--- src/saxis_pkg.sv ---
// Shared types, constants and the control store for the sorted axis index search.
// Used by saxis_seq and sorted_axis_index_search_core; depends on nothing.
package saxis_pkg;

    localparam int TABLE_DEPTH_DEF = 4096;
    localparam int SAMPLE_BITS_DEF = 32;

    localparam int CNT_W  = 13;
    localparam int WIDX_W = 12;
    localparam int SMP_W  = 32;
    localparam int FIDX_W = 12;
    localparam int SPC_W  = 32;

    localparam logic FN_WRITE = 1'b0;
    localparam logic FN_QUERY = 1'b1;

    typedef struct packed {
        logic              func;
        logic [WIDX_W-1:0] write_index;
        logic [SMP_W-1:0]  sample_value;
        logic [SMP_W-1:0]  query_wavelength;
    } t_in_word;

    typedef struct packed {
        logic [FIDX_W-1:0]       found_index;
        logic signed [SPC_W-1:0] spacing;
    } t_out_word;

    typedef enum logic [2:0] {
        ST_IDLE,
        ST_CHK_LO,
        ST_CHK_HI,
        ST_CMP_M,
        ST_LOOP,
        ST_SP_A,
        ST_SP_B,
        ST_SP_C
    } t_step;

    typedef enum logic [2:0] {
        OP_WAIT,
        OP_CHK_LO,
        OP_CHK_HI,
        OP_CMP_M,
        OP_LOOP,
        OP_SP_A,
        OP_SP_B,
        OP_SP_C
    } t_op;

    typedef enum logic [2:0] {
        A_ZERO,
        A_HI,
        A_MID,
        A_SIDX,
        A_SIDX1
    } t_asel;

    typedef struct packed {
        t_asel asel;
        t_op   op;
        t_step next_step;
        t_step jump_step;
    } t_uword;

    function automatic t_uword f_ucode(input t_step step);
        t_uword uw;
        unique case (step)
            ST_IDLE:   uw = '{A_ZERO,  OP_WAIT,   ST_CHK_LO, ST_IDLE};
            ST_CHK_LO: uw = '{A_HI,    OP_CHK_LO, ST_CHK_HI, ST_SP_A};
            ST_CHK_HI: uw = '{A_MID,   OP_CHK_HI, ST_CMP_M,  ST_SP_A};
            ST_CMP_M:  uw = '{A_MID,   OP_CMP_M,  ST_LOOP,   ST_SP_A};
            ST_LOOP:   uw = '{A_MID,   OP_LOOP,   ST_SP_A,   ST_CMP_M};
            ST_SP_A:   uw = '{A_SIDX,  OP_SP_A,   ST_SP_B,   ST_SP_B};
            ST_SP_B:   uw = '{A_SIDX1, OP_SP_B,   ST_SP_C,   ST_SP_C};
            ST_SP_C:   uw = '{A_ZERO,  OP_SP_C,   ST_IDLE,   ST_IDLE};
        endcase
        return uw;
    endfunction

endpackage

--- src/saxis_seq.sv ---
// Microcode sequencer: step counter and control-store lookup.
// Depends on saxis_pkg.
module saxis_seq
    import saxis_pkg::*;
(
    input  logic   i_clk,
    input  logic   i_rst_n,
    input  logic   i_jump,
    output t_step  o_step,
    output t_uword o_uword
);

    t_step r_step;
    t_step n_step;

    always_ff @(posedge i_clk) begin
        if (!i_rst_n) begin
            r_step <= ST_IDLE;
        end else begin
            r_step <= n_step;
        end
    end

    always_comb begin
        o_uword = f_ucode(r_step);
        n_step  = i_jump ? o_uword.jump_step : o_uword.next_step;
    end

    assign o_step = r_step;

endmodule

--- config.mk ---
export PLATFORM = sky130hd
export DESIGN_NAME = saxis_seq
export DESIGN_NICKNAME = d
export VERILOG_FILES = /design/src/saxis_pkg.sv /design/src/saxis_seq.sv
export SDC_FILE = /design/constraint.sdc
export NUM_CORES = 1
export LEC_CHECK = 0
export BUFFER_PORTS_ARGS = -buffer_cell sky130_fd_sc_hd__buf_4
export CORE_AREA = 4 4 41 43
export CTS_CLUSTER_SIZE = 25
export DETAILED_ROUTE_END_ITERATION = 16
export DIE_AREA = 0 0 45 47
export GPL_TIMING_DRIVEN = 0
export PLACE_DENSITY_LB_ADDON = 0.3
export SYNTH_ARGS = -nofsm -noshare
export SYNTH_HDL_FRONTEND = slang
export SYNTH_SLANG_ARGS = --single-unit
--- constraint.sdc ---
create_clock -name i_clk -period 2.17 [get_ports i_clk]
set_clock_uncertainty 0.2 [all_clocks]
set_input_delay 0.434 -clock i_clk [delete_from_list [all_inputs] [get_ports i_clk]]
set_output_delay 0.434 -clock i_clk [all_outputs]
set_load 0.01 [all_outputs]
## Word-level counts from Yosys, hierarchy flattened

Memories as Yosys holds them, arrays and structs flattened. A register that Yosys moved wholly into a read port is not among the register bits.
Cells that the tools add are included.
Widths: inputs -> output; s select.

| word-level totals | value |
|---|---|
| bits in registers | 3 |
| bits in read-only memories | 96 |
| input bits | 3 |
| logic and storage cells | 4 |
| memories | 1 |

Memory list:

| memory | words | width | rd ports | clocked after Yosys merged registers in | write ports | RTL line | text |
|---|---|---|---|---|---|---|---|
| (name not given) | 8 | 12 | 1 | 1 | 0 | saxis_pkg.sv:68 | `unique case (step)` |

| operators by class | value |
|---|---|
| multiplexer cells | 2 |

Operators with widths:

| kind | count |
|---|---|
| $mux 3 | 2 |

## Depth between registers and ports, before layout

| depth | value |
|---|---|
| depth after elaboration | 2 |
| gate-level depth with buffers | 5 |

## Least setup slack after synthesis

No wires, ideal clock.

| path | value |
|---|---|
| kind | input to register |
| start | input port i_jump |
| end | register, netlist name o_uword[2] |
| setup time | 119 ps |
| arrival time | 1,219 ps |
| slack | 632 ps |
| cell stages on the path | 5 |
| cell sequence | mux2i_1 nor2b_1 inv_1 ha_1 mux2i_1 |

| on the way | value |
|---|---|
| longest elaborated chain between the ends | 2 |

RTL lines:

| element | RTL line | text |
|---|---|---|
| start: declaration | saxis_seq.sv:8 | `input logic i_jump,` |
| $mux 3 | saxis_seq.sv:26 | `n_step = i_jump ? o_uword.jump_step : o_uword.next_step;` |
| $mux 3 (no source line) | - |  |

No other way between the ends.
A chain may end at the register's enable or synchronous reset.

## Final worst setup path

| path | value |
|---|---|
| start | register, netlist name o_uword[1] |
| end | register, netlist name o_uword[2] |

| on the way | value |
|---|---|
| longest elaborated chain between the ends | 2 |

RTL lines:

| element | RTL line |
|---|---|
| $mux 3 | saxis_seq.sv:26 |
| $mux 3 (no source line) | - |

No other way between the ends.

==> flow_metrics.py <==
metrics = {
    "finish": {
        "final_common_cell": "buf_4",
        "layout-drive-gt1-share_pct": 37.7,
        "final_nets": 70,
        "finalInstanceArea_um2": 676,
        "syn_to_final_growth_pct": 34.3,
        "layout_common_cells": "buf_4, dfxtp_1, inv_1",
        "antenna_cells": 0,
        "post-route-util_pct": 51.9,
    },
    "synth": {
        "netlist_area_um2": 503,
        "synth.distinct_cells": 10,
        "syn_nets": 48,
        "synth-seq-cells": 15,
        "avgSynthCellArea_um2": 12.6,
        "synthCells": 40,
        "synth_seq_area_share_pct": 59.7,
        "yosys_warnings": 0,
    },
    "timing": {
        "period_share_pct": 72.1,
        "slew_viol_final": 0,
        "setup_tns_ns": 0,
        "timing.fmax_mhz": 639,
        "setup_slack_ns": 0.606,
        "min_period_ns": 1.56,
        "relSlewSlack_pct": 75.7,
        "setup_viol": 0,
        "tightest_slew_ns": 0.364,
        "hold_viol": 0,
        "rsz0062_at_grt": "false",
    },
    "detailed_routing": {
        "routed_wl_um": 782,
        "first_pass_iters": 2,
        "viasPerCell": 4.16,
        "remaining_drc_errors": 0,
        "num_vias": 316,
        "drt-initial-drc-count": 3,
        "drtAntennaViolNets": 0,
        "wire_per_inst_um": 10.3,
    },
    "floorplanning": {
        "boundaryPins": 18,
        "row_count": 13,
        "chipWidth_um": 45,
        "placeableCoreArea_um2": 1300,
        "die_y_um": 47,
        "dieArea_um2": 2120,
        "initial_core_util_pct": 38.7,
    },
    "setup_path": {
        "cp-start-kind": "flip-flop",
        "reg2reg_to": "o_uword[2]$_DFF_P_",
        "reg2reg_slack_ns": 0.61,
        "crit_fanout": 5,
        "r2r_cells": 5,
        "critPathCaptureType": "flip-flop",
        "arrival_ns": 1.57,
        "crit_type": "reg2reg",
        "cp.required_ns": 2.18,
        "r2r-start": "o_uword[1]$_SDFF_PN0_",
    },
    "grt": {
        "antenna_found_initial": 0,
        "grt_max_degree": 9,
        "grt_pass1_vias": 289,
        "grt_pass1_wl_mm": 1.22,
        "overflow": 0,
        "grtUsageTotal_pct": 8.99,
    },
    "clock_network": {
        "hold_buffers": 0,
        "cts_resized": 0,
        "post_cts_buffers": 0,
        "path_clk_slew_ns": 0.08,
        "cts_buffer_depth": 2,
        "h-tree-depth": 1,
        "cts_tree": "yes",
        "cts.sinks": 15,
        "cts_root_buf": "clkbuf_4",
        "insertion_delay_ns": 0.27,
        "cts_inserted_buffers": 3,
    },
    "outcome": {
        "status": "finished clean",
    },
    "placed_design": {
        "io_buffers": 17,
        "place_ws_ns": 0.338,
        "dp_hpwl_um": 609,
        "gp_congestion": 0.646,
        "placed_area_um2": 649,
    },
    "pwr": {
        "p_leak_nw": 0.373,
        "ir_worst_vdd_mv": 0.513,
        "powerDensity_nw_per_um2": 1020,
    },
    "hold_path": {
        "hold_path_startpoint": "i_rst_n",
        "hold_class": "in2reg",
        "hold_end": "o_step[0]$_SDFF_PN0_",
        "holdPathStages": 2,
    },
    "run": {
        "drv_cap": 0,
    },
}
==> through the flow <==
stage / cells / total power [mW] / hold WS, ns
after global routing: 76 / 0.733 / 0.235
final: 76 / 0.689 / 0.221
after detailed placement: 72 / 0.546 / 0.346
after global placement: 72 / 0.544 / 0.335
after CTS: 76 / 0.703 / 0.212
after floorplan: 40 / 0.447 / 0.360
==> registers in the layout, indices dropped and copies added (netlist names) <==
register,flops
o_step,3
o_uword,12
==> cells in the mapped netlist (all sizes together) <==
library cell | count | share of area (%)
ha | 5 | 12
inv | 6 | 4.5
mux2i | 5 | 10
mux2 | 1 | 3.0
clkbuf | 1 | 0.75
nor2b | 5 | 6.7
nand2 | 1 | 2.2
dfxtp | 15 | 60
nor2 | 1 | 0.75
==> worst max-delay path: stages (launching register included) <==
cell and delay [ns]:
dfxtp_1 0.35, mux2i_1 0.09, nor2b_1 0.32, inv_1 0.11, ha_1 0.31, mux2i_1 0.12
==> where the power goes <==
part | switching, mW | internal, mW | leakage [nW] | total, mW
clock network | 0.0829 | 0.0712 | 0.0150 | 0.154
logic | 0.0888 | 0.0988 | 0.234 | 0.188
registers | 0.0196 | 0.328 | 0.124 | 0.348
total | 0.191 | 0.498 | 0.373 | 0.689
==> final cells by class <==
class	instances	area, µm²
Fill cell	133	626
Sequential cell	15	300
Multi-Input combinational cell	18	176
Timing Repair Buffer	17	128
Clock buffer	4	26.3
Inverter	6	22.5
Tap cell	15	18.8
Buffer	1	3.75
==> per-layer routing <==
metal / up-vias / track usage [%] / wire (µm)
met1: 139 / 9.28 / 324
met2: 9 / 13.8 / 372
li1: 166 / - / -
met4: 0 / 8.77 / 14
met5: - / 0 / 0
met3: 2 / 3.45 / 70
==> how the worst max path moves through the flow <==
stage,end,slack [ns],cells past startpoint,from
floorplan,o_uword[2]$_DFF_P_,0.63,5,i_jump
global placement,o_uword[2]$_DFF_P_,0.33,6,i_jump
detailed placement,o_uword[2]$_DFF_P_,0.34,6,i_jump
CTS,o_uword[2]$_DFF_P_,0.59,5,o_uword[1]$_SDFF_PN0_
global route,o_uword[2]$_DFF_P_,0.44,5,o_uword[1]$_SDFF_PN0_
finish,o_uword[2]$_DFF_P_,0.61,5,o_uword[1]$_SDFF_PN0_
==> cells by family (layout without fill, tap and decap cells) <==
logic type                 after synthesis  count (layout)  share of synthesized area (%)
adders and majority gates                5               5                           12.4
buffers and inverters                    7              28                           5.22
DFF                                     15              15                           59.7
muxes                                    6               6                           12.9
and+or+nand+nor                          7               7                           9.70
No activity file was read; power rests on OpenSTA's default activity.
